<file path="config.mk">
export PLATFORM = sky130hd
export DESIGN_NAME = i2c_master_bit_engine
export DESIGN_NICKNAME = d
export VERILOG_FILES = /design/src/hdl/i2cmbe_pkg.sv /design/src/hdl/i2c_master_bit_engine.sv
export VERILOG_INCLUDE_DIRS = /design/src /design/src/hdl
export SDC_FILE = /design/constraint.sdc
export NUM_CORES = 1
export LEC_CHECK = 0
export ABC_AREA = 1
export ABC_CLOCK_PERIOD_IN_PS = 3350
export BUFFER_PORTS_ARGS = -buffer_cell sky130_fd_sc_hd__buf_2
export CAP_MARGIN = 20
export CELL_PAD_IN_SITES_DETAIL_PLACEMENT = 0
export CELL_PAD_IN_SITES_GLOBAL_PLACEMENT = 1
export CORE_MARGIN = 1
export CORE_UTILIZATION = 42
export DETAILED_ROUTE_END_ITERATION = 10
export GPL_ROUTABILITY_DRIVEN = 0
export PLACE_DENSITY_LB_ADDON = 0.1
export SYNTH_ARGS = -nofsm -noshare
export SYNTH_HDL_FRONTEND = slang
export SYNTH_SLANG_ARGS = --single-unit
</file>
<file path="constraint.sdc">
create_clock -name clock -period 3.35 [get_ports clock]
set_input_delay 0.67 -clock clock [delete_from_list [all_inputs] [get_ports clock]]
set_output_delay 0.67 -clock clock [all_outputs]
set_load 0.05 [all_outputs]
</file>
<file path="src/hdl/i2c_master_bit_engine_macros.svh">
// Assertion macros shared by the I2C master bit engine RTL.
// No dependencies; include by bare file name inside a module body.
`ifndef I2C_MASTER_BIT_ENGINE_MACROS_SVH
`define I2C_MASTER_BIT_ENGINE_MACROS_SVH

// Same-cycle implication, disabled while reset is high.
`define CHECK_HOLDS(lbl, clk, rst, ante, cons, msg) \
   lbl: assert property (@(posedge clk) disable iff (rst) (ante) |-> (cons)) \
      else $error(msg);

// Next-cycle implication, disabled while reset is high.
`define CHECK_NEXT(lbl, clk, rst, ante, cons, msg) \
   lbl: assert property (@(posedge clk) disable iff (rst) (ante) |=> (cons)) \
      else $error(msg);

`endif

</file>
<file path="src/hdl/i2cmbe_pkg.sv">
// Types and constants of the I2C master bit engine.
// No dependencies; imported by the top level.
`default_nettype none

package i2cmbe_pkg;

   localparam int STEP_W = 5;

   typedef enum logic [2:0] {
      OP_START = 3'd0,
      OP_STOP  = 3'd1,
      OP_WRITE = 3'd2,
      OP_READ  = 3'd3,
      OP_ACK   = 3'd4
   } opcode_type;

   localparam logic [STEP_W-1:0] STEP_IDLE     = 5'd0;
   localparam logic [STEP_W-1:0] STEP_FIRST    = 5'd1;
   localparam logic [STEP_W-1:0] STEP_SECOND   = 5'd2;
   localparam logic [STEP_W-1:0] STEP_LAST_LOW = 5'd15;
   localparam logic [STEP_W-1:0] STEP_LAST_BIT = 5'd14;
   localparam logic [STEP_W-1:0] STEP_RELEASE  = 5'd16;
   localparam logic [STEP_W-1:0] STEP_ACK_HIGH = 5'd17;
   localparam logic [STEP_W-1:0] STEP_ACK_LOW  = 5'd18;
   localparam logic [STEP_W-1:0] STEP_READ_END = 5'd16;

   localparam logic [15:0] HALF_PERIOD_RESET = 16'h000b;

   // Result word, lowest bit last in this list.
   typedef struct packed {
      logic [1:0] pad;
      logic       ack_level;
      logic [7:0] rx_byte;
      logic       done_res;
      logic       busy_res;
      logic       sda_drive;
      logic       sda_level;
      logic       scl_level;
   } rsp_item_type;

endpackage

`default_nettype wire

</file>
<file path="src/hdl/i2c_master_bit_engine.sv">
// I2C master bit engine: top level with tick sequencer and result register.
// Depends on i2cmbe_pkg and i2c_master_bit_engine_macros.svh.
//
// Each request is one timing tick: it carries the sampled SDA level and, while the
// engine is idle, an optional command (start, stop, write byte, read byte, send
// ack). Every accepted request yields exactly one response with the pin levels,
// busy/done flags, the receive byte and the last ack sample after that tick.
// Rate: one request per clock cycle unless the response port stalls. The tick sequencer
// updates in the cycle a request is accepted and the response lands in a single output
// register, so req_tready is high whenever that register is empty or is being drained
// in the same cycle; a stalled response port holds the engine until it takes the response.
// A half SCL period lasts csr_data ticks (reset 11, zero acts as one); write
// csr_data only while no command runs.
`default_nettype none

module i2c_master_bit_engine (
   input  wire logic        clock,
   input  wire logic        reset,
   // request channel
   input  wire logic        req_tvalid,
   output      logic        req_tready,
   input  wire logic [15:0] req_tdata,  // [7:0] tx_byte, [8] sda_in, [15:9] zero
   input  wire logic [3:0]  req_tuser,  // [0] cmd_valid, [3:1] opcode
   // response channel
   output      logic        rsp_tvalid,
   input  wire logic        rsp_tready,
   output      logic [15:0] rsp_tdata,  // [0] scl_level, [1] sda_level, [2] sda_drive,
                                        // [3] busy_res, [4] done_res, [12:5] rx_byte,
                                        // [13] ack_level, [15:14] zero
   // half period register
   input  wire logic        csr_valid,
   output      logic        csr_ready,
   input  wire logic [15:0] csr_data
);
   import i2cmbe_pkg::*;

   // state registers
   logic [15:0]       half_period_ff, half_period_in;
   opcode_type        command_ff, command_in;
   logic [STEP_W-1:0] phase_ff, phase_in;
   logic [3:0]        bit_count_ff, bit_count_in;
   logic [7:0]        shift_ff, shift_in;
   logic [7:0]        write_hold_ff, write_hold_in;
   logic [15:0]       tick_ff, tick_in;
   logic              pin_scl_ff, pin_scl_in;
   logic              pin_sda_ff, pin_sda_in;
   logic              pin_drive_ff, pin_drive_in;
   logic              ack_ff, ack_in;
   logic              rsp_tvalid_ff, rsp_tvalid_in;
   rsp_item_type      rsp_data_ff, rsp_data_in;

   // request decode
   logic              req_accept;
   logic              line_sda;
   logic              cmd_offer;
   opcode_type        req_op;
   logic              cmd_ok;
   logic [15:0]       half_eff;
   logic [16:0]       tick_next;
   logic              finish;
   logic [3:0]        write_bits_expected;

   assign req_tready = !rsp_tvalid_ff || rsp_tready;
   assign req_accept = req_tvalid && req_tready;
   assign csr_ready  = 1'b1;
   assign rsp_tvalid = rsp_tvalid_ff;
   assign rsp_tdata  = rsp_data_ff;

   assign line_sda  = req_tdata[8];
   assign cmd_offer = req_tuser[0];
   assign req_op    = opcode_type'(req_tuser[3:1]);
   // Codes above send ack are dropped and leave the engine idle.
   assign cmd_ok    = cmd_offer && (req_op <= OP_ACK);

   // Zero in the register acts as a one-tick half period.
   assign half_eff  = (half_period_ff == 16'd0) ? 16'd1 : half_period_ff;
   assign tick_next = {1'b0, tick_ff} + 17'd1;

   always_comb begin
      half_period_in = half_period_ff;
      command_in     = command_ff;
      phase_in       = phase_ff;
      bit_count_in   = bit_count_ff;
      shift_in       = shift_ff;
      write_hold_in  = write_hold_ff;
      tick_in        = tick_ff;
      pin_scl_in     = pin_scl_ff;
      pin_sda_in     = pin_sda_ff;
      pin_drive_in   = pin_drive_ff;
      ack_in         = ack_ff;
      finish         = 1'b0;

      if (csr_valid && csr_ready) begin
         half_period_in = csr_data;
      end

      if (req_accept) begin
         if (phase_ff == STEP_IDLE) begin
            // Latch a command and apply its first pin levels on this tick.
            if (cmd_ok) begin
               command_in = req_op;
               phase_in   = STEP_FIRST;
               tick_in    = 16'd0;
               case (req_op)
                  OP_START: begin
                     pin_scl_in   = 1'b1;
                     pin_sda_in   = 1'b1;
                     pin_drive_in = 1'b1;
                  end
                  OP_WRITE: begin
                     write_hold_in = req_tdata[7:0];
                     bit_count_in  = 4'd0;
                     pin_scl_in    = 1'b1;
                     pin_sda_in    = req_tdata[7];
                     pin_drive_in  = 1'b1;
                  end
                  OP_READ: begin
                     bit_count_in = 4'd0;
                     pin_scl_in   = 1'b1;
                     pin_sda_in   = 1'b1;
                     pin_drive_in = 1'b0;
                  end
                  default: begin
                     // stop and send ack both open with SDA low, SCL high
                     pin_scl_in   = 1'b1;
                     pin_sda_in   = 1'b0;
                     pin_drive_in = 1'b1;
                  end
               endcase
            end
         end else if (tick_next >= {1'b0, half_eff}) begin
            // End of a half period: advance the step.
            tick_in = 16'd0;
            case (command_ff)
               OP_START: begin
                  if (phase_ff == STEP_FIRST) begin
                     pin_scl_in = 1'b0;
                     phase_in   = STEP_SECOND;
                  end else begin
                     pin_sda_in = 1'b0;
                     finish     = 1'b1;
                  end
               end
               OP_STOP: begin
                  if (phase_ff == STEP_FIRST) begin
                     pin_sda_in = 1'b1;
                     phase_in   = STEP_SECOND;
                  end else begin
                     finish = 1'b1;
                  end
               end
               OP_ACK: begin
                  if (phase_ff == STEP_FIRST) begin
                     pin_scl_in = 1'b0;
                     phase_in   = STEP_SECOND;
                  end else begin
                     finish = 1'b1;
                  end
               end
               OP_WRITE: begin
                  if (phase_ff <= STEP_LAST_LOW && phase_ff[0]) begin
                     pin_scl_in = 1'b0;
                     phase_in   = phase_ff + 5'd1;
                  end else if (phase_ff <= STEP_LAST_BIT) begin
                     // next data bit, MSB first
                     bit_count_in  = bit_count_ff + 4'd1;
                     write_hold_in = {write_hold_ff[6:0], 1'b0};
                     pin_scl_in    = 1'b1;
                     pin_sda_in    = write_hold_ff[6];
                     pin_drive_in  = 1'b1;
                     phase_in      = phase_ff + 5'd1;
                  end else if (phase_ff == STEP_RELEASE) begin
                     // release SDA for the slave's ack
                     bit_count_in = bit_count_ff + 4'd1;
                     pin_scl_in   = 1'b1;
                     pin_sda_in   = 1'b1;
                     pin_drive_in = 1'b0;
                     phase_in     = STEP_ACK_HIGH;
                  end else if (phase_ff == STEP_ACK_HIGH) begin
                     ack_in     = line_sda;
                     pin_scl_in = 1'b0;
                     phase_in   = STEP_ACK_LOW;
                  end else begin
                     finish = 1'b1;
                  end
               end
               OP_READ: begin
                  if (phase_ff[0]) begin
                     // sample while SCL is high, then drop SCL
                     shift_in     = {shift_ff[6:0], line_sda};
                     bit_count_in = bit_count_ff + 4'd1;
                     pin_scl_in   = 1'b0;
                     phase_in     = phase_ff + 5'd1;
                  end else if (phase_ff < STEP_READ_END) begin
                     pin_scl_in = 1'b1;
                     phase_in   = phase_ff + 5'd1;
                  end else begin
                     finish = 1'b1;
                  end
               end
               default: begin
                  finish = 1'b1;
               end
            endcase
            if (finish) begin
               phase_in = STEP_IDLE;
            end
         end else begin
            tick_in = tick_next[15:0];
         end
      end
   end

   // Response register: load on accept, drop when taken.
   always_comb begin
      rsp_data_in           = rsp_data_ff;
      rsp_tvalid_in         = rsp_tvalid_ff && !rsp_tready;
      if (req_accept) begin
         rsp_tvalid_in         = 1'b1;
         rsp_data_in.pad       = 2'b00;
         rsp_data_in.ack_level = ack_in;
         rsp_data_in.rx_byte   = shift_in;
         rsp_data_in.done_res  = finish;
         rsp_data_in.busy_res  = (phase_in != STEP_IDLE);
         rsp_data_in.sda_drive = pin_drive_in;
         rsp_data_in.sda_level = pin_sda_in;
         rsp_data_in.scl_level = pin_scl_in;
      end
   end

   always_ff @(posedge clock) begin
      if (reset) begin
         half_period_ff <= HALF_PERIOD_RESET;
         command_ff     <= OP_START;
         phase_ff       <= STEP_IDLE;
         bit_count_ff   <= 4'd0;
         shift_ff       <= 8'd0;
         write_hold_ff  <= 8'd0;
         tick_ff        <= 16'd0;
         pin_scl_ff     <= 1'b1;
         pin_sda_ff     <= 1'b1;
         pin_drive_ff   <= 1'b0;
         ack_ff         <= 1'b1;
         rsp_tvalid_ff  <= 1'b0;
      end else begin
         half_period_ff <= half_period_in;
         command_ff     <= command_in;
         phase_ff       <= phase_in;
         bit_count_ff   <= bit_count_in;
         shift_ff       <= shift_in;
         write_hold_ff  <= write_hold_in;
         tick_ff        <= tick_in;
         pin_scl_ff     <= pin_scl_in;
         pin_sda_ff     <= pin_sda_in;
         pin_drive_ff   <= pin_drive_in;
         ack_ff         <= ack_in;
         rsp_tvalid_ff  <= rsp_tvalid_in;
      end
   end

   always_ff @(posedge clock) begin
      rsp_data_ff <= rsp_data_in;
   end

   // Bits sent so far during a write: half the step, one less on a low step.
   assign write_bits_expected = phase_ff[4:1] - {3'b000, ~phase_ff[0]};

   `include "i2c_master_bit_engine_macros.svh"

   `CHECK_HOLDS(a_write_bit_count, clock, reset,
      (command_ff == OP_WRITE) && (phase_ff != STEP_IDLE),
      bit_count_ff == write_bits_expected, "write bit count out of step")
   `CHECK_HOLDS(a_read_bit_count, clock, reset,
      (command_ff == OP_READ) && (phase_ff != STEP_IDLE),
      bit_count_ff == phase_ff[4:1], "read bit count out of step")
   `CHECK_HOLDS(a_tick_in_range, clock, reset, phase_ff != STEP_IDLE,
      tick_ff < half_eff, "tick counter past half period")
   `CHECK_HOLDS(a_done_not_busy, clock, reset, rsp_tvalid_ff && rsp_data_ff.done_res,
      !rsp_data_ff.busy_res, "completion reported as busy")
   `CHECK_NEXT(a_command_starts, clock, reset, req_accept && (phase_ff == STEP_IDLE) && cmd_ok,
      phase_ff == STEP_FIRST, "command not latched")

endmodule

`default_nettype wire
</file>
# Yosys cells after proc, flatten, opt, wreduce, memory -nomap -nowiden
# Index checks and enable logic that the tools add are counted.
[totals]
ff_bits = 74
input_bits = 41
[op_classes]
addsub = 2
bitwise_logic = 1
order_cmp = 5
reduce_logical = 22
n_eq_ne = 12
mux = 81
[ops]
columns = ["operator", "n"]
rows = [
  ["$mux 16", 4],
  ["$mux 5", 12],
  ["$mux 7", 7],
  ["$mux 1", 48],
  ["$mux 8", 5],
  ["$add 16x1->17 const B", 1],
  ["$ge 17x16->1", 1],
  ["$logic_not 16->1", 1],
  ["$pmux 5 s3", 1],
  ["$eq 3x2->1 const B", 4],
  ["$eq 5x5->1 const B", 2],
  ["$le 5x4->1 const B", 2],
  ["$pmux 1 s3", 3],
  ["$reduce_and 7->1", 1],
  ["$logic_not 3->1", 2],
  ["$reduce_bool 2->1", 3],
  ["$reduce_or 2->1", 3],
  ["$add 5x1->5 const B", 1],
  ["$eq 5x1->1 const B", 1],
  ["$logic_not 5->1", 1],
  ["$lt 5x5->1 const B", 1],
  ["$reduce_bool 5->1", 1],
  ["$logic_and 1x1->1", 4],
  ["$ne 2x2->1 const B", 2],
  ["other kinds (11)", 12],
]

# Logic depth before layout (Yosys ltp)
[depth]
depth_word = 14
ltp_mapped = 25
depth_no_buf = 24

# Worst setup path after synthesis
# OpenSTA, ideal clock, no wires.
[synth_timing]
kind = "reg2reg"
start = "register tick_ff[0]"
end = "register rsp_data_ff, in the netlist rsp_tdata[3] (data pin)"
setup_ns = 0.260
path_stages_with_launch = 23
period_less_slack_ns = 3.025
path_buffers = 1
setup_slack_ns = 0.325
t_required_ns = 3.090
arrival_ns = 2.765
path_cell_list = "dfxtp_1 ha_1 nand2_2 nor2_4 nand4_1 nor3_1 nand2_1 xor2_1 inv_1 ha_1 nand2_1 nor2_1 nand4_1 nor2_1 nor2_1 nand3_2 nand2_4 clkinv_2 buf_6 nand3_1 nand2_1 nor2_1 nand3_1"
[synth_via]
elab_chain_cells = 6
[synth_lines]
columns = ["item", "line", "text"]
rows = [
  ["from (decl)", "i2c_master_bit_engine.sv:44", "logic [15:0] tick_ff, tick_in;"],
  ["from (signal assigned)", "i2c_master_bit_engine.sv:252", "tick_ff <= tick_in;"],
  ["$add 16x1->17", "i2c_master_bit_engine.sv:77", "assign tick_next = {1'b0, tick_ff} + 17'd1;"],
  ["$ge 17x16->1", "i2c_master_bit_engine.sv:131", "end else if (tick_next >= {1'b0, half_eff}) begin"],
  ["$mux 5", "i2c_master_bit_engine.sv:131", ""],
  ["$mux 5", "i2c_master_bit_engine.sv:98", "if (phase_ff == STEP_IDLE) begin"],
  ["$mux 5", "i2c_master_bit_engine.sv:97", "if (req_accept) begin"],
  ["$reduce_bool 5->1", "i2c_master_bit_engine.sv:224", "rsp_data_in.busy_res = (phase_in != STEP_IDLE);"],
  ["to (signal assigned)", "i2c_master_bit_engine.sv:262", "rsp_data_ff <= rsp_data_in;"],
  ["to (decl)", "i2c_master_bit_engine.sv:50", "rsp_item_type rsp_data_ff, rsp_data_in;"],
]
# No other way between the ends.
# A chain may end at the register's enable or synchronous reset.

# Final worst setup path
# Ends and elaborated chain as after synthesis.

==> results.md <==
• **fin crit share** 94.6%
• **uppermost routed layer** met4
• **Cells after Synth** 606
• **Final Hold Slack** 468 ps
• **area growth from synthesis to final layout** 17.1%
• **CTS tree** yes
• **class of the tightest hold or removal check** reg -> reg
• **Synth area leader** sky130_fd_sc_hd__dfxtp_1
• **hpwl dp** 7700 µm
• **status** finished, final reports clean
• **Pins Over Slew Limit** 0
• **Total Nets Final** 731
• **std cell rows** 37
• **Tot GR Track Use** 19.4%
• **1st-pass router iterations** 5
• **number of global-route vias before repair** 3,765
• **total clock sinks** 74
• **routed length on met1** 4830 µm
• **final setup violation count** 0
• **data arrival at the endpoint of the critical path** 3280 ps
• **peak supply drop** 0.000220 V
• **leakage power summed over all cells** 2.54 nW
• **PnR Total Power** 1.99 mW
• **Bufs on Longest Clock Path** 2
• **number of I/O pins** 60
• **number of port buffers** 49
• **total vias in the final route** 4,000
• **Hold Vio Cnt, Final** 0
• **synthesis-stage register bit count** 74
• **post-detailed-routing wire length** 10,600 µm
• **CTS H-tree depth** 3
• **library cells used by synthesis** 45
• **antenna violation net count after detailed routing** 0
• **Vias/cell** 4.95
• **Die ar.** 0.0112 mm²
• **Setup CP Type** reg -> reg
• **clock-pin slew of the registers on the worst-case setup and hold paths** 90 ps
• **critical path launch point type** flip-flop
• **MaxCap Viol Count** 0
• **setup TNS** 0 ps
• **average routed wire per standard cell** 13.1 µm
• **Root Buffer Master** sky130_fd_sc_hd__clkbuf_8
• **portion of total power attributed to sequential cells** 47.7%
• **area taken by multi-input logic gates** 0.00251 mm²
• **initial core utilization** 43.6%
• **slew of the pin with the lowest slew margin** 745 ps
• **Slew HR** 50.3%
• **count of flip-flops with a built-in enable after synthesis** 14
• **Seq/Total Area, Yosys** 35.8%
• **worst setup timing slack at the placement stage** 86.2 ps
• **capturing element type of the critical path** flip-flop
• **cell types occupying the most area after synthesis** sky130_fd_sc_hd__dfxtp_1 (27%), sky130_fd_sc_hd__nand2_1 (12%), sky130_fd_sc_hd__edfxtp_1 (9.3%), sky130_fd_sc_hd__inv_1 (6.6%), sky130_fd_sc_hd__ha_1 (6.4%)
• **pin count of the biggest net entering global routing** 34
• **Avg Inst Size Synth** 7.47 µm²
• **Die X** 106 µm
• **met2 wire length** 5460 µm
• **count of synthesis-stage warnings from yosys** 0
• **met3 WL** 225 µm
• **setup skew after layout** 11.9 ps
• **hold_buf cts** 0
• **min Tclk post-route** 3170 ps
• **final global-route overflow total** 0
• **area share of the largest cell type after synthesis** 26.5%
• **Storage cell area** 0.00163 mm²
• **utilization after layout** 51.1%
• **main flop type after synthesis** sky130_fd_sc_hd__dfxtp_1
• **Switching Power** 0.606 mW
• **layout cell share with drive strength beyond 1** 24.1%
• **internal power of the cells** 1.39 mW
• **power density of the placed cells** 376 mW/mm²
• **Fmax achieved** 315 MHz
• **required time reported for the critical path endpoint** 3460 ps
• **share of total power consumed by net switching** 30.4%
• **Vert. Die Dim** 106 µm
• **DRC errors left** 0
• **Filler Cell Count** 1,027
• **Antenna Diode Count** 0
• **power share of the clock group** 37.3%
• **highest fanout seen on the critical path** 6
• **CORE AREA** 0.0104 mm²
• **First DRT Iteration DRCs** 122
• **global-route wire length before repair** 17,200 µm
• **power share of the combinational group** 15.0%
• **number of antenna violations at the first check in global routing** 0
• **cts bufs inserted** 9
• **clock latency at the later pin of the worst-skew pair** 350 ps
• **setup repair after global routing missed its margin** yes
• **Async S/R FF share, synth** 0%
• **fin worst setup slack** 180 ps
• **cell area after synthesis** 0.00452 mm²
## timing repair
| item | in CTS | in global routing |
|---|---|---|
| buffers inserted | 0 | 5 |
| resized for setup | 0 | 30 |
| endpoints found under the setup margin | 0 | 49 |
## cells in the final DEF, fill, tap and decap left out, types with 8 or more instances in the layout
| cell | instances |
|---|---|
| sky130_fd_sc_hd__nand2_2 | 12 |
| sky130_fd_sc_hd__nor2_1 | 34 |
| sky130_fd_sc_hd__o21ai_2 | 10 |
| sky130_fd_sc_hd__edfxtp_1 | 14 |
| sky130_fd_sc_hd__inv_2 | 12 |
| sky130_fd_sc_hd__nand2_1 | 142 |
| sky130_fd_sc_hd__buf_4 | 15 |
| sky130_fd_sc_hd__o211ai_1 | 9 |
| sky130_fd_sc_hd__o21ai_0 | 32 |
| sky130_fd_sc_hd__ha_1 | 21 |
| sky130_fd_sc_hd__buf_2 | 49 |
| sky130_fd_sc_hd__clkbuf_8 | 9 |
| sky130_fd_sc_hd__dfxtp_1 | 57 |
| sky130_fd_sc_hd__nand4_1 | 8 |
| sky130_fd_sc_hd__inv_1 | 79 |
| sky130_fd_sc_hd__xor2_1 | 14 |
| sky130_fd_sc_hd__a21oi_1 | 50 |
| sky130_fd_sc_hd__nor2_4 | 8 |
| sky130_fd_sc_hd__nand3_1 | 29 |
## kinds of logic after synthesis
logic type      after synthesis  synth area share [%]
simple gates                263                  28.7
compound gates              114                  14.8
buf+inv                     114                  10.9
flops                        74                  35.8
fa+ha+maj                    23                  6.36
xor+xnor                     16                  3.26
other cells                   2                 0.166
## cell usage after synthesis, types with 10 or more instances
| master | count |
|---|---|
| sky130_fd_sc_hd__nand2_2 | 10 |
| sky130_fd_sc_hd__a21oi_1 | 50 |
| sky130_fd_sc_hd__nand2_1 | 146 |
| sky130_fd_sc_hd__inv_1 | 79 |
| sky130_fd_sc_hd__nand3_1 | 30 |
| sky130_fd_sc_hd__inv_2 | 12 |
| sky130_fd_sc_hd__ha_1 | 23 |
| sky130_fd_sc_hd__edfxtp_1 | 14 |
| sky130_fd_sc_hd__dfxtp_1 | 60 |
| sky130_fd_sc_hd__nor2_1 | 35 |
| sky130_fd_sc_hd__xor2_1 | 14 |
| sky130_fd_sc_hd__o21ai_0 | 34 |
## area by class of cell
class,instances,share of cell area (%)
tap,136,3.21
clock buffer,9,2.34
clock inverter,7,1.56
inverter,93,6.68
sequential,74,30.7
timing repair buffer,69,8.05
multi-input combinational,420,47.5
## per-stage QoR
| stage | std cells | instance area [µm²] |
|---|---|---|
| after floorplan | 607 | 4530 |
| after global placement | 786 | 4920 |
| after detailed placement | 786 | 4920 |
| after CTS | 802 | 5130 |
| after global routing | 808 | 5300 |
| final | 808 | 5300 |
## layer usage
| metal | up-vias | GRT usage, % |
|---|---|---|
| met2 | 50 | 35.9 |
| met3 | 9 | 2.78 |
| met5 | - | 0 |
| met4 | 0 | 5.95 |
| li1 | 2085 | - |
| met1 | 1856 | 22.8 |
## critical path, cell delays in order, from the launching register on
cell                      delay (ps)
sky130_fd_sc_hd__dfxtp_4         370
sky130_fd_sc_hd__buf_6           110
sky130_fd_sc_hd__nand3_4          80
sky130_fd_sc_hd__nor2_4          150
sky130_fd_sc_hd__nand2_4          70
sky130_fd_sc_hd__nor3_4          210
sky130_fd_sc_hd__nand2_1         100
sky130_fd_sc_hd__nor2_2          130
sky130_fd_sc_hd__nand2_1          70
sky130_fd_sc_hd__xor2_1          150
sky130_fd_sc_hd__inv_2            80
sky130_fd_sc_hd__ha_4            270
sky130_fd_sc_hd__nand2_2          40
sky130_fd_sc_hd__nor2_1           80
sky130_fd_sc_hd__nand4_1          90
sky130_fd_sc_hd__nor2_1          120
sky130_fd_sc_hd__nor2_1           60
sky130_fd_sc_hd__nand3_2          80
sky130_fd_sc_hd__nand2_4          80
sky130_fd_sc_hd__buf_8           140
sky130_fd_sc_hd__nand2_8          70
sky130_fd_sc_hd__nand2_4          60
sky130_fd_sc_hd__nand2_1          80
sky130_fd_sc_hd__nand2_1          50
sky130_fd_sc_hd__nor2_1          110
sky130_fd_sc_hd__nand3_1          80
## final timing paths
kind,cells after the start,startpoint,slack (ps),to
max,25,tick_ff[0],180,rsp_tdata[3]
min,2,write_hold_ff[0],470,write_hold_ff[0]
max reg2reg,25,tick_ff[0],180,rsp_tdata[3]
min reg2reg,2,write_hold_ff[0],470,write_hold_ff[0]
## power groups by stage
stage / logic [mW] / registers (mW) / clock network, mW
floorplan: 0.176 / 1.00 / 0
global placement: 0.285 / 0.971 / 0
detailed placement: 0.287 / 0.971 / 0
CTS: 0.288 / 0.951 / 0.763
global route: 0.329 / 0.954 / 0.806
finish: 0.298 / 0.950 / 0.743
## registers in the layout (all words and copies together), names as in the netlist, 3 cells and up
register        count
command_ff          3
half_period_ff     16
phase_ff            5
rsp_tdata          14
shift_ff            8
tick_ff            16
write_hold_ff       7
Power figures use the tool's default switching activity.
